<file path="config.mk">
export PLATFORM = sky130hd
export DESIGN_NAME = radiotap_header_parser
export DESIGN_NICKNAME = d
export VERILOG_FILES = /design/src/hw/rtl/rhp_pkg.sv /design/src/hw/rtl/rhp_field_parser.sv /design/src/hw/rtl/rhp_out_buffer.sv /design/src/hw/rtl/radiotap_header_parser.sv
export SDC_FILE = /design/constraint.sdc
export NUM_CORES = 1
export LEC_CHECK = 0
export ABC_AREA = 1
export BUFFER_PORTS_ARGS = -buffer_cell sky130_fd_sc_hd__buf_2
export CAP_MARGIN = 20
export CORE_ASPECT_RATIO = 0.75
export CORE_MARGIN = 4
export CORE_UTILIZATION = 35
export DETAILED_ROUTE_END_ITERATION = 12
export PLACE_DENSITY = 0.54
export SYNTH_ARGS = -nofsm -noshare
export SYNTH_HDL_FRONTEND = slang
export SYNTH_SLANG_ARGS = --single-unit
</file>
<file path="constraint.sdc">
create_clock -name aclk -period 5.9 [get_ports aclk]
set_input_delay 0.295 -clock aclk [delete_from_list [all_inputs] [get_ports aclk]]
set_output_delay 0.295 -clock aclk [all_outputs]
set_load 0.02 [all_outputs]
</file>
<file path="src/hw/rtl/rhp_pkg.sv">
// Shared types and codes for the radiotap header parser.
`timescale 1ns / 1ps

package rhp_pkg;

    typedef enum logic [3:0] {
        PH_HEADER = 4'b0001,
        PH_FIELDS = 4'b0010,
        PH_DONE   = 4'b0100,
        PH_IGNORE = 4'b1000
    } phase_t;

    localparam logic [1:0] ST_OK        = 2'd0;
    localparam logic [1:0] ST_BAD_VER   = 2'd1;
    localparam logic [1:0] ST_TRUNCATED = 2'd2;
    localparam logic [1:0] ST_SHORT_LEN = 2'd3;

    typedef struct packed {
        logic [1:0]  status;
        logic        field_overflow;
        logic [15:0] underflow_bytes;
        logic [15:0] header_length;
        logic [31:0] present_bitmap;
        logic [7:0]  flags_byte;
        logic        flags_seen;
        logic [15:0] rx_flags_word;
        logic        rx_flags_seen;
        logic [15:0] rx_unknown_bits;
    } rhp_result_t;

endpackage

</file>
<file path="src/hw/rtl/rhp_field_parser.sv">
// Per-packet parse state and the byte-by-byte field walker.
`timescale 1ns / 1ps

module rhp_field_parser import rhp_pkg::*; (
    input  logic        aclk,
    input  logic        aresetn,
    input  logic        fire,
    input  logic [7:0]  byte_value,
    input  logic        last_byte,
    output logic        res_valid,
    output rhp_result_t res_data
);

    localparam logic [31:0] SIZED_MASK = 32'h4038_7FFF;
    localparam logic [7:0]  FLAGS_ID   = 8'd1;
    localparam logic [7:0]  RX_ID      = 8'd14;

    function automatic logic [3:0] field_size(input logic [4:0] idx);
        logic [3:0] sz;
        case (idx)
            5'd0:    sz = 4'd8;
            5'd1:    sz = 4'd1;
            5'd2:    sz = 4'd1;
            5'd3:    sz = 4'd4;
            5'd4:    sz = 4'd2;
            5'd5:    sz = 4'd1;
            5'd6:    sz = 4'd1;
            5'd7:    sz = 4'd2;
            5'd8:    sz = 4'd2;
            5'd9:    sz = 4'd2;
            5'd10:   sz = 4'd1;
            5'd11:   sz = 4'd1;
            5'd12:   sz = 4'd1;
            5'd13:   sz = 4'd1;
            5'd14:   sz = 4'd2;
            5'd19:   sz = 4'd3;
            5'd20:   sz = 4'd8;
            5'd21:   sz = 4'd12;
            5'd30:   sz = 4'd6;
            default: sz = 4'd0;
        endcase
        return sz;
    endfunction

    logic [15:0] pos_reg, pos_next;
    logic [15:0] len_reg, len_next;
    logic [31:0] bitmap_reg, bitmap_next;
    logic [4:0]  cur_idx_reg, cur_idx_next;
    logic [3:0]  left_reg, left_next;
    logic [31:0] consumed_reg, consumed_next;
    logic [7:0]  flags_reg, flags_next;
    logic [15:0] rx_reg, rx_next;
    phase_t      phase_reg, phase_next;
    logic        vbad_reg, vbad_next;
    logic        ovf_reg, ovf_next;
    logic        fseen_reg, fseen_next;
    logic        rxseen_reg, rxseen_next;
    logic [15:0] under_reg, under_next;

    logic [15:0] rem;
    logic [31:0] avail;
    logic [31:0] fit;
    logic [31:0] cand;
    logic [31:0] pick;
    logic [31:0] upto;
    logic [4:0]  pick_idx;
    logic [31:0] consumed_new;
    logic [3:0]  left_eff;
    logic        take;
    logic [31:0] bitmap_full;

    always_comb begin
        rem = len_reg - pos_reg;
        avail = bitmap_reg & ~consumed_reg;
        for (int i = 0; i < 32; i++) begin
            fit[i] = (field_size(5'(i)) != 4'd0) && (rem >= {12'd0, field_size(5'(i))});
        end
        cand = avail & fit;
        pick = cand & (~cand + 32'd1);
        upto = pick | (pick - 32'd1);
        pick_idx = '0;
        for (int i = 31; i >= 0; i--) begin
            if (cand[i]) begin
                pick_idx = 5'(i);
            end
        end
    end

    always_comb begin
        pos_next      = (pos_reg == 16'hFFFF) ? pos_reg : pos_reg + 16'd1;
        len_next      = len_reg;
        bitmap_next   = bitmap_reg;
        cur_idx_next  = cur_idx_reg;
        left_next     = left_reg;
        consumed_next = consumed_reg;
        flags_next    = flags_reg;
        rx_next       = rx_reg;
        phase_next    = phase_reg;
        vbad_next     = vbad_reg;
        ovf_next      = ovf_reg;
        fseen_next    = fseen_reg;
        rxseen_next   = rxseen_reg;
        under_next    = under_reg;
        consumed_new  = consumed_reg;
        left_eff      = left_reg;
        take          = 1'b0;
        bitmap_full   = {byte_value, bitmap_reg[23:0]};

        if (pos_reg < 16'd8) begin
            case (pos_reg[2:0])
                3'd0:    vbad_next = (byte_value != 8'd0);
                3'd2:    len_next = {8'd0, byte_value};
                3'd3:    len_next = {byte_value, len_reg[7:0]};
                3'd4:    bitmap_next[7:0] = byte_value;
                3'd5:    bitmap_next[15:8] = byte_value;
                3'd6:    bitmap_next[23:16] = byte_value;
                3'd7:    bitmap_next[31:24] = byte_value;
                default: ;
            endcase
            if (pos_reg[2:0] == 3'd7) begin
                if (vbad_reg || len_reg < 16'd8) begin
                    phase_next = PH_IGNORE;
                end else if (len_reg == 16'd8) begin
                    ovf_next   = |(bitmap_full & SIZED_MASK);
                    under_next = '0;
                    phase_next = PH_DONE;
                end else begin
                    phase_next = PH_FIELDS;
                end
            end
        end else if (phase_reg == PH_FIELDS && pos_reg < len_reg) begin
            if (left_reg == 4'd0) begin
                if (cand == '0) begin
                    consumed_next = '1;
                    ovf_next      = ovf_reg | (|(avail & SIZED_MASK));
                    under_next    = rem;
                    phase_next    = PH_DONE;
                end else begin
                    take          = 1'b1;
                    consumed_new  = consumed_reg | upto;
                    consumed_next = consumed_new;
                    ovf_next      = ovf_reg | (|(avail & SIZED_MASK & upto & ~pick));
                    cur_idx_next  = pick_idx;
                    left_eff      = field_size(pick_idx);
                    if (pick_idx == FLAGS_ID[4:0]) begin
                        flags_next = byte_value;
                        fseen_next = 1'b1;
                    end
                    if (pick_idx == RX_ID[4:0]) begin
                        rx_next[7:0] = byte_value;
                    end
                end
            end else begin
                take = 1'b1;
                if (cur_idx_reg == RX_ID[4:0] && left_reg == 4'd1) begin
                    rx_next[15:8] = byte_value;
                    rxseen_next   = 1'b1;
                end
            end
            if (take) begin
                left_next = left_eff - 4'd1;
                if (left_next == 4'd0 && rem == 16'd1) begin
                    ovf_next   = ovf_next | (|(bitmap_reg & ~consumed_new & SIZED_MASK));
                    under_next = '0;
                    phase_next = PH_DONE;
                end
            end
        end
    end

    // Result built from the post-update state of the final byte.
    always_comb begin
        res_valid = fire && last_byte;
        res_data  = '0;
        if (vbad_next) begin
            res_data.status = ST_BAD_VER;
        end else if (pos_next < 16'd8) begin
            res_data.status = ST_TRUNCATED;
        end else begin
            res_data.header_length  = len_next;
            res_data.present_bitmap = bitmap_next;
            if (len_next < 16'd8) begin
                res_data.status         = ST_SHORT_LEN;
                res_data.field_overflow = (bitmap_next != '0);
            end else begin
                res_data.flags_byte      = flags_next;
                res_data.flags_seen      = fseen_next;
                res_data.rx_flags_word   = rx_next;
                res_data.rx_flags_seen   = rxseen_next;
                res_data.rx_unknown_bits = {rx_next[15:2], 2'b00};
                if (pos_next < len_next) begin
                    res_data.status = ST_TRUNCATED;
                end else begin
                    res_data.status          = ST_OK;
                    res_data.field_overflow  = ovf_next;
                    res_data.underflow_bytes = under_next;
                end
            end
        end
    end

    always_ff @(posedge aclk) begin
        if (!aresetn || (fire && last_byte)) begin
            pos_reg      <= '0;
            len_reg      <= '0;
            bitmap_reg   <= '0;
            cur_idx_reg  <= '0;
            left_reg     <= '0;
            consumed_reg <= '0;
            flags_reg    <= '0;
            rx_reg       <= '0;
            phase_reg    <= PH_HEADER;
            vbad_reg     <= 1'b0;
            ovf_reg      <= 1'b0;
            fseen_reg    <= 1'b0;
            rxseen_reg   <= 1'b0;
            under_reg    <= '0;
        end else if (fire) begin
            pos_reg      <= pos_next;
            len_reg      <= len_next;
            bitmap_reg   <= bitmap_next;
            cur_idx_reg  <= cur_idx_next;
            left_reg     <= left_next;
            consumed_reg <= consumed_next;
            flags_reg    <= flags_next;
            rx_reg       <= rx_next;
            phase_reg    <= phase_next;
            vbad_reg     <= vbad_next;
            ovf_reg      <= ovf_next;
            fseen_reg    <= fseen_next;
            rxseen_reg   <= rxseen_next;
            under_reg    <= under_next;
        end
    end

endmodule

</file>
<file path="src/hw/rtl/rhp_out_buffer.sv">
// Result output register with one skid entry.
`timescale 1ns / 1ps

module rhp_out_buffer import rhp_pkg::*; (
    input  logic        aclk,
    input  logic        aresetn,
    input  logic        in_valid,
    output logic        in_ready,
    input  rhp_result_t in_data,
    output logic        out_valid,
    input  logic        out_ready,
    output rhp_result_t out_data
);

    logic        out_valid_reg, out_valid_next;
    logic        skid_valid_reg, skid_valid_next;
    rhp_result_t out_data_reg, out_data_next;
    rhp_result_t skid_data_reg, skid_data_next;

    assign in_ready  = !skid_valid_reg;
    assign out_valid = out_valid_reg;
    assign out_data  = out_data_reg;

    always_comb begin
        out_valid_next  = out_valid_reg;
        skid_valid_next = skid_valid_reg;
        out_data_next   = out_data_reg;
        skid_data_next  = skid_data_reg;
        if (out_ready || !out_valid_reg) begin
            if (skid_valid_reg) begin
                out_data_next   = skid_data_reg;
                out_valid_next  = 1'b1;
                skid_valid_next = 1'b0;
            end else begin
                out_valid_next = in_valid;
                if (in_valid) begin
                    out_data_next = in_data;
                end
            end
        end else if (in_valid && !skid_valid_reg) begin
            skid_data_next  = in_data;
            skid_valid_next = 1'b1;
        end
    end

    always_ff @(posedge aclk) begin
        if (!aresetn) begin
            out_valid_reg  <= 1'b0;
            skid_valid_reg <= 1'b0;
        end else begin
            out_valid_reg  <= out_valid_next;
            skid_valid_reg <= skid_valid_next;
        end
        out_data_reg  <= out_data_next;
        skid_data_reg <= skid_data_next;
    end

endmodule

</file>
<file path="src/hw/rtl/radiotap_header_parser.sv">
// Radiotap header parser top level: input register, field walker, result buffer.
//
// Usage:
//   Input channel (s_valid/s_ready) carries one captured byte per transaction,
//   s_byte_value, with s_last_byte set on the final byte of each packet.
//   Output channel (m_valid/m_ready) carries one result transaction per packet:
//   status, overflow flag, unused header bytes, length, present bitmap and the
//   flags and RX-flags fields.
//   Throughput: one byte per cycle, sustained across packet boundaries while
//   the result buffer has room. m_valid rises once the last byte has passed the
//   input register and its result has been registered in the result register.
//   Reset (aresetn low, synchronous) empties the input register and the result
//   buffer and puts the parser at the start of a packet.
//   When the receiver stalls, one finished result waits in the output register
//   and a second one in a skid entry; bytes keep flowing until that skid entry
//   fills, then the parser holds and s_ready drops once the input register is
//   occupied, until the receiver takes a result.
`timescale 1ns / 1ps

module radiotap_header_parser import rhp_pkg::*; (
    input  logic        aclk,
    input  logic        aresetn,
    input  logic        s_valid,
    output logic        s_ready,
    input  logic [7:0]  s_byte_value,
    input  logic        s_last_byte,
    output logic        m_valid,
    input  logic        m_ready,
    output logic [1:0]  m_status,
    output logic        m_field_overflow,
    output logic [15:0] m_underflow_bytes,
    output logic [15:0] m_header_length,
    output logic [31:0] m_present_bitmap,
    output logic [7:0]  m_flags_byte,
    output logic        m_flags_seen,
    output logic [15:0] m_rx_flags_word,
    output logic        m_rx_flags_seen,
    output logic [15:0] m_rx_unknown_bits
);

    logic        in_valid_reg, in_valid_next;
    logic [7:0]  in_byte_reg;
    logic        in_last_reg;
    logic        buf_ready;
    logic        proc_fire;
    logic        s_fire;
    logic        res_valid;
    rhp_result_t res_data;
    rhp_result_t out_data;

    assign proc_fire = in_valid_reg && buf_ready;
    assign s_ready   = !in_valid_reg || buf_ready;
    assign s_fire    = s_valid && s_ready;

    always_comb begin
        in_valid_next = in_valid_reg;
        if (s_fire) begin
            in_valid_next = 1'b1;
        end else if (proc_fire) begin
            in_valid_next = 1'b0;
        end
    end

    always_ff @(posedge aclk) begin
        if (!aresetn) begin
            in_valid_reg <= 1'b0;
        end else begin
            in_valid_reg <= in_valid_next;
        end
        if (s_fire) begin
            in_byte_reg <= s_byte_value;
            in_last_reg <= s_last_byte;
        end
    end

    rhp_field_parser u_parser (
        .aclk       (aclk),
        .aresetn    (aresetn),
        .fire       (proc_fire),
        .byte_value (in_byte_reg),
        .last_byte  (in_last_reg),
        .res_valid  (res_valid),
        .res_data   (res_data)
    );

    rhp_out_buffer u_out_buffer (
        .aclk      (aclk),
        .aresetn   (aresetn),
        .in_valid  (res_valid),
        .in_ready  (buf_ready),
        .in_data   (res_data),
        .out_valid (m_valid),
        .out_ready (m_ready),
        .out_data  (out_data)
    );

    assign m_status          = out_data.status;
    assign m_field_overflow  = out_data.field_overflow;
    assign m_underflow_bytes = out_data.underflow_bytes;
    assign m_header_length   = out_data.header_length;
    assign m_present_bitmap  = out_data.present_bitmap;
    assign m_flags_byte      = out_data.flags_byte;
    assign m_flags_seen      = out_data.flags_seen;
    assign m_rx_flags_word   = out_data.rx_flags_word;
    assign m_rx_flags_seen   = out_data.rx_flags_seen;
    assign m_rx_unknown_bits = out_data.rx_unknown_bits;

endmodule

</file>
==> impl_metrics.tcl <==
set metrics [dict create \
    cap_violations 0 \
    cts_max_level 2 \
    cts_tree "done" \
    max_stage_delay_ns 0.40 \
    required_ns 6.20 \
    dpl-instance-area_um2 19700 \
    cts_root_buffer "clkbuf_16" \
    hp-class "in2reg" \
    die_x_um 273 \
    syn_to_final_growth_pct 16.6 \
    yosysWarningCount 0 \
    io_buffers 121 \
    diodes 0 \
    clock.fmax_ghz 0.180 \
    num_vias 15800 \
    synthCells 2378 \
    postSynthAreaPerCell_um2 7.75 \
    grt_pass1_vias 15000 \
    critical_path_class "reg2reg" \
    ant_nets 0 \
    crit_fanout 8 \
    crit_end "u_out_buffer.out_data[98]" \
    drive_above_1_share_pct 15.7 \
    post_synth_instance_area_um2 18400 \
    finClkSkew_ns 0.0162 \
    wl_per_cell_um 16.6 \
    ir_drop_mv 0.163 \
    synth_cell_types 53 \
    status "completed" \
    grt_pass1_wl_mm 83.1 \
    gp_congestion 0.901 \
    r2r_end "u_out_buffer.out_data[98]" \
    fin_setup_tns_ns 0 \
    ff2ff_path_depth 46 \
    finalMaxSlewViolations 0 \
    die_area_um2 56400 \
    leakagePower_uw 0.00964 \
    crit_path_start_kind "register" \
    crit_slowest_cell "fa_2" \
    dp_cells 3130 \
    clock-sinks 338 \
    total_power_uw 6280 \
    synth_top_cell_area_share_pct 31.8 \
    regToRegSetupSlack_ns 0.36 \
    antenna_found_initial 0 \
    drt_pass1_iterations 5 \
    clk_pin_slew_ns 0.06 \
    ys_ff_latch 338 \
    synth.largest_area_cell "edfxtp_1" \
    wl_mm 53.6 \
    die_y_um 207 \
    ios 124 \
    final_cells 3228 \
    layout_min_cycle_time_ns 5.54 \
    setup_viol 0 \
    cp-end-kind "register" \
    core_um2 51800 \
    crit_path_start "u_parser.len_reg[0]" \
    fin_crit_sh_pct 93.9 \
    cts_max_path_buffers 3 \
    slew_headroom_pct 33.3 \
    hold_viol 0 \
    drtIter0Drc 1185 \
    fin_nets 2554 \
    worstSkewPairLatency_ns 0.55 \
    grt-ovfl-total 0 \
    start_util_pct 35.6 \
    grt_max_degree 84 \
    drc 0 \
    stdcell_area_um2 21500 \
    rows 72 \
    r2r-start "u_parser.len_reg[0]" \
    powerDensity_nw_per_um2 292 \
    whs_path_depth 3 \
    cp_common_cell "nand2_1" \
    grtUsageTotal_pct 18.5 \
    tightestPinTransition_ns 0.997 \
    hpwl_mm 37.8 \
    via_per_inst 4.89 \
    worst_hold_slack_ns 0.0444 \
    cp.arrival_ns 5.84 \
    cts_made_buffers 38 \
    synthTopCellsByArea "edfxtp_1 (32%), dfxtp_1 (16%), nand2_1 (12%), inv_1 (6.7%), a21oi_1 (4.6%)" \
    ys_seq_area_share_pct 47.3 \
    hp-start "aresetn" \
]
-- per-layer routing --
layer	track usage [%]	part of all wire [%]	vias up
li1	-	-	7972
met1	26.2	48	7399
met2	30.0	45	339
met3	3.12	5.0	69
met4	4.12	1.7	0
met5	0	0	-
-- repair_timing --
action / 4_1_cts / 5_1_grt
hold buffers: 10 / 0
buffers inserted: 0 / 16
hold endpoints to repair: 10 / 0
gates resized for setup: 0 / 73
endpoints found under the setup margin: 0 / 53
-- cell usage in the layout (no fill, tap or decap), drive strengths merged, types with 10 or more instances in the layout --
cell type,Yosys,routed
buf,38,178
dlygate4sd3,0,10
a21oi,169,169
edfxtp,195,195
o21a,10,10
nor4,20,20
inv,353,355
nor2,236,236
o21bai,13,13
o21ai,153,153
clkinv,6,17
nand4,30,30
ha,45,45
nand2,635,637
nand3,142,142
o211ai,29,29
dfxtp,143,143
nor3,28,28
clkbuf,76,53
o22ai,11,11
-- where the power goes --
part | leakage, µW | total [µW] | internal (µW) | switching, µW
sequential | 0.00299 | 2630 | 2570 | 53.5
clock | 0.000597 | 2360 | 1350 | 1000
combinational | 0.00605 | 1300 | 396 | 904
total | 0.00964 | 6280 | 4320 | 1960
-- synth_stat cells (all sizes together) --
master	number
a2111oi	1
a211oi	4
a21boi	2
a21o	1
a21oi	169
a31oi	5
a41oi	1
and2	8
buf	38
clkbuf	76
clkinv	6
conb	1
dfxtp	143
edfxtp	195
fa	1
ha	45
inv	353
nand2	635
nand3	142
nand3b	7
nand4	30
nor2	236
nor3	28
nor3b	1
nor4	20
o2111ai	1
o211ai	29
o21a	10
o21ai	153
o21bai	13
o22ai	11
o311ai	3
or2	1
or4	1
xor2	8
-- critical path, delay by kind of cell, from the launching register on --
kind            cells  cell delay, ns
compound gates      3            0.40
xor+xnor            1            0.19
flops               1            0.33
fa+ha+maj           4            1.00
buf+inv             8            0.75
simple gates       30            2.60
-- how the worst min path moves through the flow --
stage                               to  slack [ns]
2_1_floorplan           in_byte_reg[0]        0.39
3_3_place_gp   u_parser.bitmap_reg[28]        0.44
3_5_place_dp   u_parser.bitmap_reg[26]        0.44
4_1_cts                   in_valid_reg       0.002
5_1_grt                   in_valid_reg        0.03
6_report                  in_valid_reg        0.04
-- cell type report --
class / instances / area [µm²]
Multi-Input combinational cell: 1570 / 8170
Timing Repair Buffer: 188 / 1150
Clock inverter: 17 / 160
Sequential cell: 338 / 8730
Clock buffer: 53 / 1060
Inverter: 359 / 1350
Fill cell: 5284 / 30300
Tap cell: 703 / 880
-- stage by stage --
step,setup slack [ns],utilization (%)
4_1_cts,0.207,40.6
2_1_floorplan,0.622,-
3_3_place_gp,0.197,38.1
6_report,0.359,41.5
3_5_place_dp,0.231,38.1
5_1_grt,-0.0439,41.5
-- cells by family (layout without fill, tap and decap cells) --
family / after synthesis / after routing / synth area share [%]
XOR/XNOR: 8 / 8 / 0.421
flip-flops: 338 / 338 / 47.3
AO/OA/AOI/OAI: 403 / 403 / 12.1
adder cells (fa/ha/maj): 46 / 46 / 3.16
AND/OR/NAND/NOR: 1109 / 1111 / 26.9
buffers and inverters: 473 / 617 / 10.2
other: 1 / 2 / 0.0203
(Power assumes the default switching activity.)
